===== src/hw/rtl/tbgd_pkg.sv =====
// Package for the two-button gesture detector.
// Holds the hold-mode encoding, gesture codes, field widths and the gesture event struct.
// Used by tbgd_fsm and two_button_gesture_detector_core; depends on nothing.
package tbgd_pkg;

  localparam int THR_W        = 16;
  localparam int GESTURE_W    = 3;
  localparam int COUNT_W_DEF  = 16;
  localparam logic [THR_W-1:0] LONG_PRESS_RST = 16'd800;

  localparam logic OP_TICK = 1'b0;
  localparam logic OP_EDGE = 1'b1;

  localparam logic BTN_A = 1'b0;
  localparam logic BTN_B = 1'b1;

  localparam logic [GESTURE_W-1:0] G_SHORT_A = 3'd0;
  localparam logic [GESTURE_W-1:0] G_SHORT_B = 3'd1;
  localparam logic [GESTURE_W-1:0] G_CHORD   = 3'd2;
  localparam logic [GESTURE_W-1:0] G_LONG_A  = 3'd3;
  localparam logic [GESTURE_W-1:0] G_LONG_B  = 3'd4;

  typedef enum logic [2:0] {
    MODE_IDLE = 3'b001,
    MODE_A    = 3'b010,
    MODE_B    = 3'b100
  } mode_t;

  typedef struct packed {
    logic                 valid;
    logic [GESTURE_W-1:0] gesture;
  } gesture_evt_t;

endpackage


===== src/hw/rtl/tbgd_fsm.sv =====
// Hold-mode state machine and saturating tick counter of the gesture detector.
// Consumes one request per step strobe and reports at most one gesture per step.
// Depends on tbgd_pkg.
module tbgd_fsm #(
  parameter int COUNT_WIDTH = tbgd_pkg::COUNT_W_DEF
) (
  input  logic                        clk,
  input  logic                        rst_n,
  input  logic                        step,
  input  logic                        operation,
  input  logic                        button,
  input  logic                        pressed,
  input  logic [tbgd_pkg::THR_W-1:0]  threshold,
  output tbgd_pkg::gesture_evt_t      evt
);

  localparam int CMP_W = (COUNT_WIDTH > tbgd_pkg::THR_W) ? COUNT_WIDTH : tbgd_pkg::THR_W;

  tbgd_pkg::mode_t        mode_r, mode_nxt, own;
  logic [COUNT_WIDTH-1:0] cnt_r, cnt_nxt, cnt_inc;
  logic [CMP_W-1:0]       cnt_ext, thr_ext;

  assign own     = (button == tbgd_pkg::BTN_A) ? tbgd_pkg::MODE_A : tbgd_pkg::MODE_B;
  assign cnt_inc = (cnt_r == {COUNT_WIDTH{1'b1}}) ? cnt_r : cnt_r + COUNT_WIDTH'(1);
  assign cnt_ext = CMP_W'(cnt_inc);
  assign thr_ext = CMP_W'(threshold);

  always_comb begin
    mode_nxt    = mode_r;
    cnt_nxt     = cnt_r;
    evt.valid   = 1'b0;
    evt.gesture = tbgd_pkg::G_SHORT_A;
    if (step) begin
      if (operation == tbgd_pkg::OP_TICK) begin
        if (mode_r != tbgd_pkg::MODE_IDLE) begin
          cnt_nxt = cnt_inc;
          if (cnt_ext >= thr_ext) begin
            mode_nxt    = tbgd_pkg::MODE_IDLE;
            evt.valid   = 1'b1;
            evt.gesture = (mode_r == tbgd_pkg::MODE_A) ? tbgd_pkg::G_LONG_A
                                                       : tbgd_pkg::G_LONG_B;
          end
        end
      end else if (pressed) begin
        if (mode_r == tbgd_pkg::MODE_IDLE) begin
          mode_nxt = own;
          cnt_nxt  = '0;
        end else if (mode_r != own) begin
          mode_nxt    = tbgd_pkg::MODE_IDLE;
          evt.valid   = 1'b1;
          evt.gesture = tbgd_pkg::G_CHORD;
        end
      end else if (mode_r == own) begin
        mode_nxt    = tbgd_pkg::MODE_IDLE;
        evt.valid   = 1'b1;
        evt.gesture = (own == tbgd_pkg::MODE_A) ? tbgd_pkg::G_SHORT_A
                                                : tbgd_pkg::G_SHORT_B;
      end
    end
  end

  always_ff @(posedge clk) begin
    if (!rst_n) begin
      mode_r <= tbgd_pkg::MODE_IDLE;
      cnt_r  <= '0;
    end else begin
      mode_r <= mode_nxt;
      cnt_r  <= cnt_nxt;
    end
  end

  // Every gesture ends the hold.
  a_evt_idle: assert property (@(posedge clk) disable iff (!rst_n)
    evt.valid |=> mode_r == tbgd_pkg::MODE_IDLE)
    else $error("gesture did not return to idle");

  // A press from idle restarts the elapsed count.
  a_press_clr: assert property (@(posedge clk) disable iff (!rst_n)
    step && operation == tbgd_pkg::OP_EDGE && pressed && mode_r == tbgd_pkg::MODE_IDLE
    |=> cnt_r == '0 && mode_r != tbgd_pkg::MODE_IDLE)
    else $error("press from idle did not start a hold");

  // Without a request neither the mode nor the count moves.
  a_hold: assert property (@(posedge clk) disable iff (!rst_n)
    !step |=> $stable(cnt_r) && $stable(mode_r))
    else $error("state changed without a request");

  // Long-press gestures come only from ticks.
  a_long_tick: assert property (@(posedge clk) disable iff (!rst_n)
    evt.valid && (evt.gesture == tbgd_pkg::G_LONG_A || evt.gesture == tbgd_pkg::G_LONG_B)
    |-> operation == tbgd_pkg::OP_TICK)
    else $error("long press from an edge");

endmodule


===== src/hw/rtl/two_button_gesture_detector_core.sv =====
// A request is held in the input register once accepted; when it advances, its gesture,
// if any, enters the result register. It cannot advance while a result waits with
// out_ready low; throughput is one request per cycle while out_ready is high.
// The hold-mode state and tick counter are updated in the single step between the two
// registers. Reset (rst_n, synchronous, active low) returns to idle, clears the counter,
// empties both registers and sets the long-press threshold to 800 ticks.
module two_button_gesture_detector_core #(
  parameter int COUNT_WIDTH = tbgd_pkg::COUNT_W_DEF
) (
  input  logic                            clk,
  input  logic                            rst_n,
  input  logic                            in_valid,
  output logic                            in_ready,
  input  logic                            in_operation,
  input  logic                            in_button,
  input  logic                            in_pressed,
  output logic                            out_valid,
  input  logic                            out_ready,
  output logic [tbgd_pkg::GESTURE_W-1:0]  out_gesture,
  input  logic                            cfg_we,
  input  logic [tbgd_pkg::THR_W-1:0]      cfg_wdata
);

  logic                            req_v_r, req_v_nxt;
  logic                            op_r, btn_r, prs_r;
  logic                            out_v_r, out_v_nxt;
  logic [tbgd_pkg::GESTURE_W-1:0]  gest_r;
  logic [tbgd_pkg::THR_W-1:0]      thr_r;
  logic                            adv, acc;
  tbgd_pkg::gesture_evt_t          evt;

  assign adv      = req_v_r && (!out_v_r || out_ready);
  assign in_ready = !req_v_r || adv;
  assign acc      = in_valid && in_ready;

  assign req_v_nxt = acc ? 1'b1 : (adv ? 1'b0 : req_v_r);

  always_comb begin
    out_v_nxt = out_v_r;
    if (adv) begin
      out_v_nxt = evt.valid;
    end else if (out_ready) begin
      out_v_nxt = 1'b0;
    end
  end

  tbgd_fsm #(
    .COUNT_WIDTH (COUNT_WIDTH)
  ) u_fsm (
    .clk       (clk),
    .rst_n     (rst_n),
    .step      (adv),
    .operation (op_r),
    .button    (btn_r),
    .pressed   (prs_r),
    .threshold (thr_r),
    .evt       (evt)
  );

  always_ff @(posedge clk) begin
    if (!rst_n) begin
      req_v_r <= 1'b0;
      out_v_r <= 1'b0;
      thr_r   <= tbgd_pkg::LONG_PRESS_RST;
    end else begin
      req_v_r <= req_v_nxt;
      out_v_r <= out_v_nxt;
      if (cfg_we) begin
        thr_r <= cfg_wdata;
      end
    end
  end

  always_ff @(posedge clk) begin
    if (acc) begin
      op_r  <= in_operation;
      btn_r <= in_button;
      prs_r <= in_pressed;
    end
    if (adv && evt.valid) begin
      gest_r <= evt.gesture;
    end
  end

  assign out_valid   = out_v_r;
  assign out_gesture = gest_r;

  // A waiting result is never overwritten.
  a_no_overwrite: assert property (@(posedge clk) disable iff (!rst_n)
    out_v_r && !out_ready |=> out_v_r && $stable(gest_r))
    else $error("pending result lost");

  // A buffered request that cannot move blocks new requests.
  a_backpressure: assert property (@(posedge clk) disable iff (!rst_n)
    req_v_r && out_v_r && !out_ready |-> !in_ready)
    else $error("request accepted over a stalled one");

  // Output codes stay within the defined gestures.
  a_code: assert property (@(posedge clk) disable iff (!rst_n)
    out_v_r |-> gest_r <= tbgd_pkg::G_LONG_B)
    else $error("undefined gesture code");

endmodule


===== config.mk =====
export PLATFORM = sky130hd
export DESIGN_NAME = two_button_gesture_detector_core
export DESIGN_NICKNAME = d
export VERILOG_FILES = /design/src/hw/rtl/tbgd_pkg.sv /design/src/hw/rtl/tbgd_fsm.sv /design/src/hw/rtl/two_button_gesture_detector_core.sv
export SDC_FILE = /design/constraint.sdc
export NUM_CORES = 1
export LEC_CHECK = 0
export BUFFER_PORTS_ARGS = -buffer_cell sky130_fd_sc_hd__buf_2
export CAP_MARGIN = 40
export CELL_PAD_IN_SITES_DETAIL_PLACEMENT = 1
export CELL_PAD_IN_SITES_GLOBAL_PLACEMENT = 2
export CORE_AREA = 2 2 97 99
export DETAILED_ROUTE_END_ITERATION = 16
export DIE_AREA = 0 0 99 101
export MAX_ROUTING_LAYER = met4
export PLACE_DENSITY = 0.75
export SLEW_MARGIN = 20
export SYNTH_ARGS = -nofsm -noshare
export SYNTH_HDL_FRONTEND = slang
export SYNTH_SLANG_ARGS = --single-unit

===== constraint.sdc =====
create_clock -name clk -period 8.2 [get_ports clk]
set_clock_uncertainty 0.05 [all_clocks]
set_input_delay 1.23 -clock clk [delete_from_list [all_inputs] [get_ports clk]]
set_output_delay 1.23 -clock clk [all_outputs]
set_load 0.01 [all_outputs]

==> results of run 1 <==
## sequential cells by signal (all words and copies together), names as in the netlist
register,cells
btn_r,1
op_r,1
out_gesture,3
out_valid,1
prs_r,1
req_v_r,1
thr_r,16
u_fsm.cnt_r,16
u_fsm.mode_r,3
## worst paths after layout
check,start,endpoint,slack (ns),cells after the start
max reg2reg,u_fsm.cnt_r[0],out_gesture[1],4.17,10
min reg2reg,thr_r[9],thr_r[9],0.44,2
min,thr_r[9],thr_r[9],0.44,2
max,u_fsm.cnt_r[0],out_gesture[1],4.17,10
## placed cells by master, fill, tap and decap left out, types with 4 or more instances in the layout
cell type  count
dfxtp_1       37
buf_2         28
nand2_1       26
inv_1         20
a21oi_1       18
mux2i_1       17
ha_1          17
nor2b_1       16
o21ai_0       11
nand3_1        9
xnor2_1        8
nand2b_1       7
and2_1         6
nand4_1        6
nor3_1         6
edfxtp_1       6
clkbuf_8       6
a21o_1         5
nor2_1         5
o211ai_1       4
xor2_1         4
nor4_1         4
a31oi_1        4
## logic make-up (layout without fill, tap and decap cells)
| family | Yosys count | count (layout) | synth area share |
|---|---|---|---|
| xor gates and xnor gates | 12 | 12 | 0.0398 |
| buffers and inverters | 32 | 56 | 0.0493 |
| adders and majority gates | 17 | 17 | 0.0805 |
| and+or+nand+nor | 110 | 110 | 0.249 |
| DFF | 43 | 43 | 0.349 |
| muxes | 17 | 17 | 0.0644 |
| AOI/OAI and AO/OA | 66 | 66 | 0.169 |
## area by class of cell
type	instances	area (um^2)
Sequential cell	43	921
Inverter	20	75.1
Tap cell	111	139
Timing Repair Buffer	28	140
Multi-Input combinational cell	222	1590
Clock buffer	6	82.6
Clock inverter	2	35.0
Fill cell	1077	5990
## power breakdown
group          switching [mW]  internal [mW]
clock network          0.0785         0.0987
registers             0.00565          0.220
logic                  0.0230         0.0193
## through the flow
stage	total power [mW]	cells	area (um^2)	util
floorplan	0.258	297	2640	-
global placement	0.272	424	2870	0.319
detailed placement	0.274	424	2870	0.319
CTS	0.451	432	2980	0.332
global route	0.467	432	2980	0.332
finish	0.445	432	2980	0.332
## routing by layer
metal  vias up  GRT usage  part of all wire
li1       1128          -                 -
met1      1053      0.166              0.46
met2        27      0.260              0.50
met3         9     0.0257             0.026
met4         0     0.0474             0.016
met5         -          -                 0
## worst max-delay path, cell delays in order, from the launching register on
cell	delay [ns]
dfxtp_1	0.42
ha_1	0.33
nand4_1	0.20
or4_4	0.66
xnor2_1	0.32
ha_1	0.29
nand2b_1	0.13
a2111oi_0	0.43
o32ai_1	0.22
o311ai_2	0.52
nor2_1	0.18
==> impl_metrics.csv, run 1 <==
group,metric,value,unit
worst_setup_path,cp_max_fo,12,
synth,yosys.area.top_type,"dfxtp_1",
grt,antenna_found_initial,0,
detailed_routing,vias,2217,
placed_design,gp_congestion,0.819,
synth,synth_edf_count,6,
clock_tree,numCtsBuffers,5,
synth,synth_cells,297,
sta,slew_violations,0,
sta,layout_worst_path_cycle_share,0.491,
clock_tree,cts_root_buf,"clkbuf_8",
clock_tree,path_clk_slew,0.09,ns
synth,ys_seq_area_frac,0.349,
worst_setup_path,required,8.18,ns
detailed_routing,drc,0,
synth,synth_flop_cell,"dfxtp_1",
clock_tree,clock_latency,0.30,ns
cells_and_area,drive_above_1_share,0.140,
cells_and_area,num-nets-final,361,
sta,fin_ws,4.17,ns
sta,fin_tns_setup,0,ns
detailed_routing,drtIter0Drc,54,
die,io_pins,29,
sta,tightest_slew,0.734,ns
worst_setup_path,path_class,"reg2reg",
sta,max_freq,0.248,GHz
grt,grt_max_degree,35,
clock_tree,max-clock-path-buffers,2,
worst_setup_path,setup.worst_path.end_class,"flop",
die,fp.dieArea,0.0100,mm^2
detailed_routing,detail_route.wl_per_cell,16.1,um
synth,yosysMostFrequentCell,"dfxtp_1",
detailed_routing,drtPass1Iterations,5,
cells_and_area,areaGrowthSynthToFinish,12.9,%
synth,synth_area_per_cell,8.89,um^2
synth,synth_area,0.00264,mm^2
die,start_util,0.294,
power,p_leak,1.22,nW
grt,grt_pass1_vias,2304,
placed_design,dp_slack,4.15,ns
clock_tree,cts-resized-gates,0,
sta,fin_hold_ws,0.444,ns
grt,overflow,0,
synth,synthArstFlopShare,0,
sta,slew_headroom,0.507,
synth,synth_area_leaders,"dfxtp_1 28%, ha_1 8.1%, edfxtp_1 6.8%",
clock_tree,post-cts-setup-buffers,0,
placed_design,dp_hpwl,5430,um
die,dieWidth,99,um
flow_run,maxCapViolations,0,
clock_tree,cts_tree,"done",
worst_setup_path,critPathArrivalTime,4.01,ns
clock_tree,hold_buffers,0,
sta,post-route-min-period,4.03,ns
worst_setup_path,cp-start-kind,"flop",
synth,netlist-cell-type-count,61,
synth,ys_ff_latch,43,
placed_design,numPortBuffers,28,
power,p_per_area,149,mW/mm^2
detailed_routing,ant_nets,0,
sta,hold_viol_final,0,
power,ir_drop,0.0000653,V
grt,track_usage,0.146,
sta,rsz0062_at_grt,"false",
detailed_routing,wl,6960,um
hold_path,hold_path.class,"reg2reg",
synth,yosysTopAreaCellShare,0.280,
die,fp.dieH,101,um
synth,yosys-top-cells-count,"37 x dfxtp_1, 26 x nand2_1, 20 x inv_1",
cells_and_area,diodes,0,
synth,ys_warn_count,0,
grt,grt_pass1_wl,11200,um
clock_tree,htreeDepth,2,
synth,synthesis.nets,338,
clock_tree,cts.sinks,43,
die,core,0.00898,mm^2
sta,setup_viol,0,
status,status,"completed",
die,rows,35,
detailed_routing,vias_per_cell,5.13,
No activity file was read; power rests on OpenSTA's default activity.
==> run 2, diff against run 1 <==
--- a/config.mk
+++ b/config.mk
@@ -5,15 +5,16 @@
 export SDC_FILE = /design/constraint.sdc
 export NUM_CORES = 1
 export LEC_CHECK = 0
+export ABC_AREA = 1
 export BUFFER_PORTS_ARGS = -buffer_cell sky130_fd_sc_hd__buf_2
 export CAP_MARGIN = 40
 export CELL_PAD_IN_SITES_DETAIL_PLACEMENT = 1
 export CELL_PAD_IN_SITES_GLOBAL_PLACEMENT = 2
-export CORE_AREA = 2 2 97 99
+export CORE_AREA = 2 2 95 97
 export DETAILED_ROUTE_END_ITERATION = 16
-export DIE_AREA = 0 0 99 101
+export DIE_AREA = 0 0 97 99
 export MAX_ROUTING_LAYER = met4
-export PLACE_DENSITY = 0.75
+export PLACE_DENSITY = 0.79
 export SLEW_MARGIN = 20
 export SYNTH_ARGS = -nofsm -noshare
 export SYNTH_HDL_FRONTEND = slang
==> constraint.sdc (replaced) <==
create_clock -name clk -period 3.95 [get_ports clk]
set_clock_uncertainty 0.05 [all_clocks]
set_input_delay 0.5925 -clock clk [delete_from_list [all_inputs] [get_ports clk]]
set_output_delay 0.5925 -clock clk [all_outputs]
set_load 0.01 [all_outputs]
==> impl_metrics.csv, run 2 <==
group,metric,value,unit
synth,synth_area_per_cell,7.20,um^2
synth,synth_flop_cell,"dfxtp_1",
synth,synth_top_family_by_area,"simple AND/OR/NAND/NOR gates",
detailed_routing,drtPass1Iterations,4,
synth,synth_area,0.00250,mm^2
synth,yosysTopAreaCellShare,0.296,
clock_tree,clock_latency,0.29,ns
die,start_util,0.293,
clock_tree,cts.sinks,43,
detailed_routing,drc,0,
worst_setup_path,required,3.91,ns
die,dieWidth,97,um
power,p_per_area,313,mW/mm^2
placed_design,numPortBuffers,28,
worst_setup_path,slowest_delay,0.43,ns
status,status,"completed",
die,io_pins,29,
grt,grt_pass1_vias,2389,
clock_tree,max-clock-path-buffers,2,
synth,synthesis.nets,389,
worst_setup_path,critPathArrivalTime,2.94,ns
sta,hold_viol_final,0,
placed_design,place_area,0.00275,mm^2
synth,synth_cells,348,
detailed_routing,detail_route.wl_per_cell,13.0,um
hold_path,hold_path.class,"in2reg",
grt,grt_max_degree,26,
clock_tree,numCtsBuffers,5,
detailed_routing,vias,2301,
sta,fin_ws,0.971,ns
power,finalPower,896,uW
clock_tree,path_clk_slew,0.09,ns
cells_and_area,final_util,0.335,
worst_setup_path,crit_slowest_cell,"dfxtp_1",
cells_and_area,areaGrowthSynthToFinish,14.2,%
worst_setup_path,crit_path_cell_trace,"ha_1, nand2_1, inv_2, nand2_4, nor2_8, nand3_2, nor2_4, xnor2_1, inv_1, ha_1, nand2_1, nor2_1, nor2_1, nand2_1, nand2_1, nand2_1, nand2_1, nand3_1, nand4_1, inv_1",
cells_and_area,diodes,0,
synth,ys_ff_latch,43,
worst_setup_path,crit_family,"simple AND/OR/NAND/NOR gates",
synth,ys_warn_count,0,
sta,rsz0062_at_grt,"false",
grt,grt_pass1_wl,11000,um
synth,synthAdderAreaFrac,0.0849,
die,fp.dieArea,0.00960,mm^2
sta,tightest_slew,0.788,ns
sta,slew_violations,0,
cells_and_area,drive_above_1_share,0.167,
power,p_leak,1.30,nW
sta,max_freq,0.336,GHz
power,ir_drop,0.000167,V
synth,synthXorXnorAreaFrac,0.0350,
worst_setup_path,path_buf_inv,3,
cells_and_area,fillCellCount,1082,
placed_design,gp_congestion,0.849,
clock_tree,hold_buffers,0,
grt,antenna_found_initial,0,
synth,ys_seq_area_frac,0.368,
synth,yosys.area.top_type,"dfxtp_1",
grt,track_usage,0.142,
synth,yosysMostFrequentCell,"nand2_1",
cells_and_area,final_common_cell,"nand2_1",
clock_tree,cts_root_buf,"clkbuf_8",
detailed_routing,ant_nets,0,
synth,synthArstFlopShare,0,
detailed_routing,drtIter0Drc,85,
sta,layout_worst_path_cycle_share,0.754,
sta,fin_tns_setup,0,ns
cells_and_area,seq_area,921,um^2
synth,netlist-cell-type-count,29,
cells_and_area,stdcell_area,0.00286,mm^2
placed_design,dp_slack,0.932,ns
worst_setup_path,path_class,"reg2reg",
hold_path,hp-start,"in_operation",
worst_setup_path,setup.worst_path.end_class,"flop",
worst_setup_path,critPathLaunch,"u_fsm.cnt_r[0]",
die,rows,34,
cells_and_area,num-nets-final,417,
synth,synth_edf_count,6,
worst_setup_path,cp-start-kind,"flop",
cells_and_area,multi_input_area,0.00135,mm^2
clock_tree,cts-resized-gates,0,
worst_setup_path,worstReg2RegStart,"u_fsm.cnt_r[0]",
cells_and_area,top_regs,"thr_r: 16 flops, u_fsm.cnt_r: 16 flops",
placed_design,dp_hpwl,5030,um
detailed_routing,vias_per_cell,4.74,
synth,muxShareOfSynthArea,0,
sta,slew_headroom,0.474,
sta,setup_viol,0,
detailed_routing,wl,6280,um
die,core,0.00855,mm^2
clock_tree,post-cts-setup-buffers,0,
synth,synth-simple-area-share,0.278,
synth,yosys-top-cells-count,"80 x nand2_1, 46 x inv_1, 40 x a21oi_1",
sta,post-route-min-period,2.98,ns
worst_setup_path,crit_path_frequent_cell,"nand2_1",
flow_run,maxCapViolations,0,
cells_and_area,final_cell_mix,"80 x nand2_1, 46 x inv_1, 40 x a21oi_1, 37 x dfxtp_1, 28 x buf_2",
clock_tree,cts_tree,"done",
clock_tree,htreeDepth,2,
grt,overflow,0,
die,fp.dieH,99,um
synth,synth_area_leaders,"dfxtp_1 30%, nand2_1 12%, ha_1 8.5%",
worst_setup_path,cp_max_fo,5,
synth,synth_compound_area_frac,0.142,
[run 2: cell count changes after synthesis, sizes merged, moves of 9 or more]
cell,delta
a21oi,+25
inv,+31
mux2i,-17
nor2b,-16
nor2,+23
nand2,+66
o21ai,+9
[run 2: layer usage]
metal / GRT usage / vias to the layer above / part of all wire
met5: - / - / 0
met4: 0.0336 / 0 / 0.011
met3: 0.0177 / 7 / 0.018
met2: 0.253 / 27 / 0.49
met1: 0.172 / 1091 / 0.48
li1: - / 1176 / -
[run 2: area by class of cell]
class,instances,share of cell area
multi-input combinational,246,0.473
timing repair buffer,29,0.0516
clock buffer,5,0.0241
inverter,51,0.0669
sequential,43,0.322
tap,108,0.0472
clock inverter,3,0.0153
[run 2: cells by family after synthesis]
| family | Yosys count |
|---|---|
| AND/OR/NAND/NOR | 152 |
| AO/OA/AOI/OAI | 67 |
| buffers and inverters | 59 |
| flip-flops | 43 |
| adder cells (fa/ha/maj) | 17 |
| XOR/XNOR | 10 |
[run 2: stage by stage]
step | hold slack (ns) | cells
2_1_floorplan | 0.385 | 348
3_3_place_gp | 0.403 | 477
3_5_place_dp | 0.412 | 477
4_1_cts | 0.408 | 485
5_1_grt | 0.410 | 485
6_report | 0.418 | 485
[run 2: where the power goes]
group          internal, mW  switching, mW  total [mW]
logic                0.0290         0.0524      0.0814
clock network         0.189          0.161       0.350
registers             0.459        0.00630       0.465
total                 0.676          0.220       0.896
[run 2: final timing paths]
kind / end / slack, ns / cells after the start
max reg2reg: out_gesture[1] / 0.97 / 20
max: out_gesture[1] / 0.97 / 20
min reg2reg: thr_r[6] / 0.42 / 2
min: op_r / 0.42 / 1
==> run 3, diff against run 2 <==
--- a/config.mk
+++ b/config.mk
@@ -14,7 +14,7 @@
 export DETAILED_ROUTE_END_ITERATION = 16
 export DIE_AREA = 0 0 97 99
 export MAX_ROUTING_LAYER = met4
-export PLACE_DENSITY = 0.79
+export PLACE_DENSITY = 0.82
 export SLEW_MARGIN = 20
 export SYNTH_ARGS = -nofsm -noshare
 export SYNTH_HDL_FRONTEND = slang
==> constraint.sdc (replaced) <==
create_clock -name clk -period 2.6 [get_ports clk]
set_clock_uncertainty 0.05 [all_clocks]
set_input_delay 0.39 -clock clk [delete_from_list [all_inputs] [get_ports clk]]
set_output_delay 0.39 -clock clk [all_outputs]
set_load 0.01 [all_outputs]
==> impl_metrics.csv, run 3 (same netlist as run 2, synthesis figures left out) <==
group,metric,value,unit
placed_design,placed_cells,508,
clock_tree,max-clock-path-buffers,2,
detailed_routing,drtPass1Iterations,4,
detailed_routing,detail_route.wl_per_cell,13.8,um
detailed_routing,wl,7220,um
sta,slew_headroom,0.484,
detailed_routing,wl_met1,3270,um
die,io_pins,29,
detailed_routing,wl_met2,3800,um
worst_setup_path,critPathArrivalTime,2.67,ns
clock_tree,numCtsBuffers,5,
detailed_routing,dr_wl_met3,125,um
die,dieWidth,97,um
clock_tree,cts_root_buf,"clkbuf_8",
sta,fin_tns_setup,-0.715,ns
cells_and_area,final_cell_mix,"77 x nand2_1, 45 x inv_1, 37 x a21oi_1, 37 x buf_4, 34 x dfxtp_1",
placed_design,dp_slack,-0.162,ns
power,p_per_area,417,mW/mm^2
detailed_routing,vias,2464,
cells_and_area,final_common_cell,"nand2_1",
cells_and_area,areaGrowthSynthToFinish,29.9,%
cells_and_area,fillCellCount,1085,
cells_and_area,drive_above_1_share,0.292,
placed_design,numPortBuffers,28,
worst_setup_path,setup.worst_path.end_class,"flop",
sta,slew_violations,0,
cells_and_area,diodes,0,
detailed_routing,drtIter0Drc,56,
placed_design,gp_congestion,0.858,
cells_and_area,num-nets-final,455,
worst_setup_path,cp-start-kind,"flop",
power,finalPower,1.36,mW
detailed_routing,vias_per_cell,4.71,
power,ir_drop,0.000243,V
power,p_leak,1.49,nW
clock_tree,clock_latency,0.29,ns
clock_tree,cts.sinks,43,
sta,setup_viol,10,
clock_tree,path_clk_slew,0.08,ns
worst_setup_path,cp_max_fo,3,
detailed_routing,drc,0,
die,core,0.00855,mm^2
detailed_routing,highest_layer,"met4",
status,violations,"setup timing",
die,fp.dieH,99,um
sta,layout_worst_path_cycle_share,1.04,
grt,antenna_found_initial,0,
cells_and_area,top_regs,"thr_r: 16 flops, u_fsm.cnt_r: 16 flops",
clock_tree,hold_buffers,0,
die,fp.dieArea,0.00960,mm^2
status,status,"finished, violations left",
grt,track_usage,0.158,
hold_path,hold_path.class,"in2reg",
die,rows,34,
grt,overflow,0,
sta,tightest_slew,0.774,ns
grt,grt_pass1_vias,2613,
placed_design,dp_hpwl,5360,um
sta,max_freq,0.369,GHz
sta,rsz0062_at_grt,"true",
grt,grt_max_degree,26,
worst_setup_path,required,2.56,ns
grt,grt_pass1_wl,12100,um
worst_setup_path,path_class,"reg2reg",
die,start_util,0.293,
clock_tree,htreeDepth,2,
sta,fin_ws,-0.111,ns
clock_tree,cts_tree,"done",
cells_and_area,fin_cells,523,
sta,post-route-min-period,2.71,ns
sta,hold_viol_final,0,
detailed_routing,ant_nets,0,
flow_run,maxCapViolations,0,
==> run 3: cell count changes in the layout (fill, tap and decap cells not counted), sizes merged <==
cell,before,now
buf,29,67
clkbuf,5,7
clkinv,2,0
==> run 3: metal layers <==
metal,vias up,track usage
li1,1255,-
met1,1182,0.186
met2,25,0.294
met3,2,0.0191
met4,0,0.0260
met5,-,-
==> run 3: critical path, cell delays in order (launching register included) <==
cell,delay [ns]
dfxtp_4,0.38
ha_4,0.14
nand2_2,0.05
inv_2,0.08
nand2_4,0.07
nor2_8,0.11
nand3_4,0.10
buf_4,0.15
buf_4,0.13
xor2_1,0.17
nand2_2,0.09
ha_1,0.28
nand4_1,0.09
nor2_1,0.14
nand2_2,0.08
nand3_2,0.07
nand4_1,0.12
inv_2,0.12
==> run 3: worst paths after layout <==
| kind | slack [ns] | start | cells after the start | endpoint |
|---|---|---|---|---|
| max | -0.11 | u_fsm.cnt_r[0] | 17 | out_gesture[1] |
| min | 0.22 | in_button | 1 | btn_r |
| max reg2reg | -0.11 | u_fsm.cnt_r[0] | 17 | out_gesture[1] |
| min reg2reg | 0.42 | thr_r[12] | 2 | thr_r[12] |
==> run 3: through the flow <==
step                utilization  instance area (um^2)  hold slack [ns]
floorplan                     -                  2500            0.385
global placement          0.349                  2980            0.405
detailed placement        0.349                  2980            0.410
CTS                       0.375                  3210            0.209
global route              0.381                  3250            0.207
finish                    0.381                  3250            0.217
==> run 3: power breakdown <==
group / switching (mW) / total [mW] / internal [mW]
clock network: 0.232 / 0.520 / 0.288
logic: 0.0834 / 0.132 / 0.0486
registers: 0.00984 / 0.706 / 0.696
==> run 3: final cells by class <==
type                    instances  area, um^2  share of cell area
multi-input cells             246        1450               0.446
inverters                      51         194              0.0596
clock buffers                   7        76.3              0.0235
well taps                     108         135              0.0415
flip-flops and latches         43         927               0.285
repair buffers                 67         440               0.135
clock inverters                 1        30.0             0.00923
==> run 3: what timing repair did <==
| item | CTS | global route |
|---|---|---|
| buffers inserted | 4 | 3 |
| setup endpoints to repair | 10 | 10 |
| gates resized for setup | 21 | 8 |
| gates cloned | 0 | 0 |
| pin swaps | 11 | 5 |
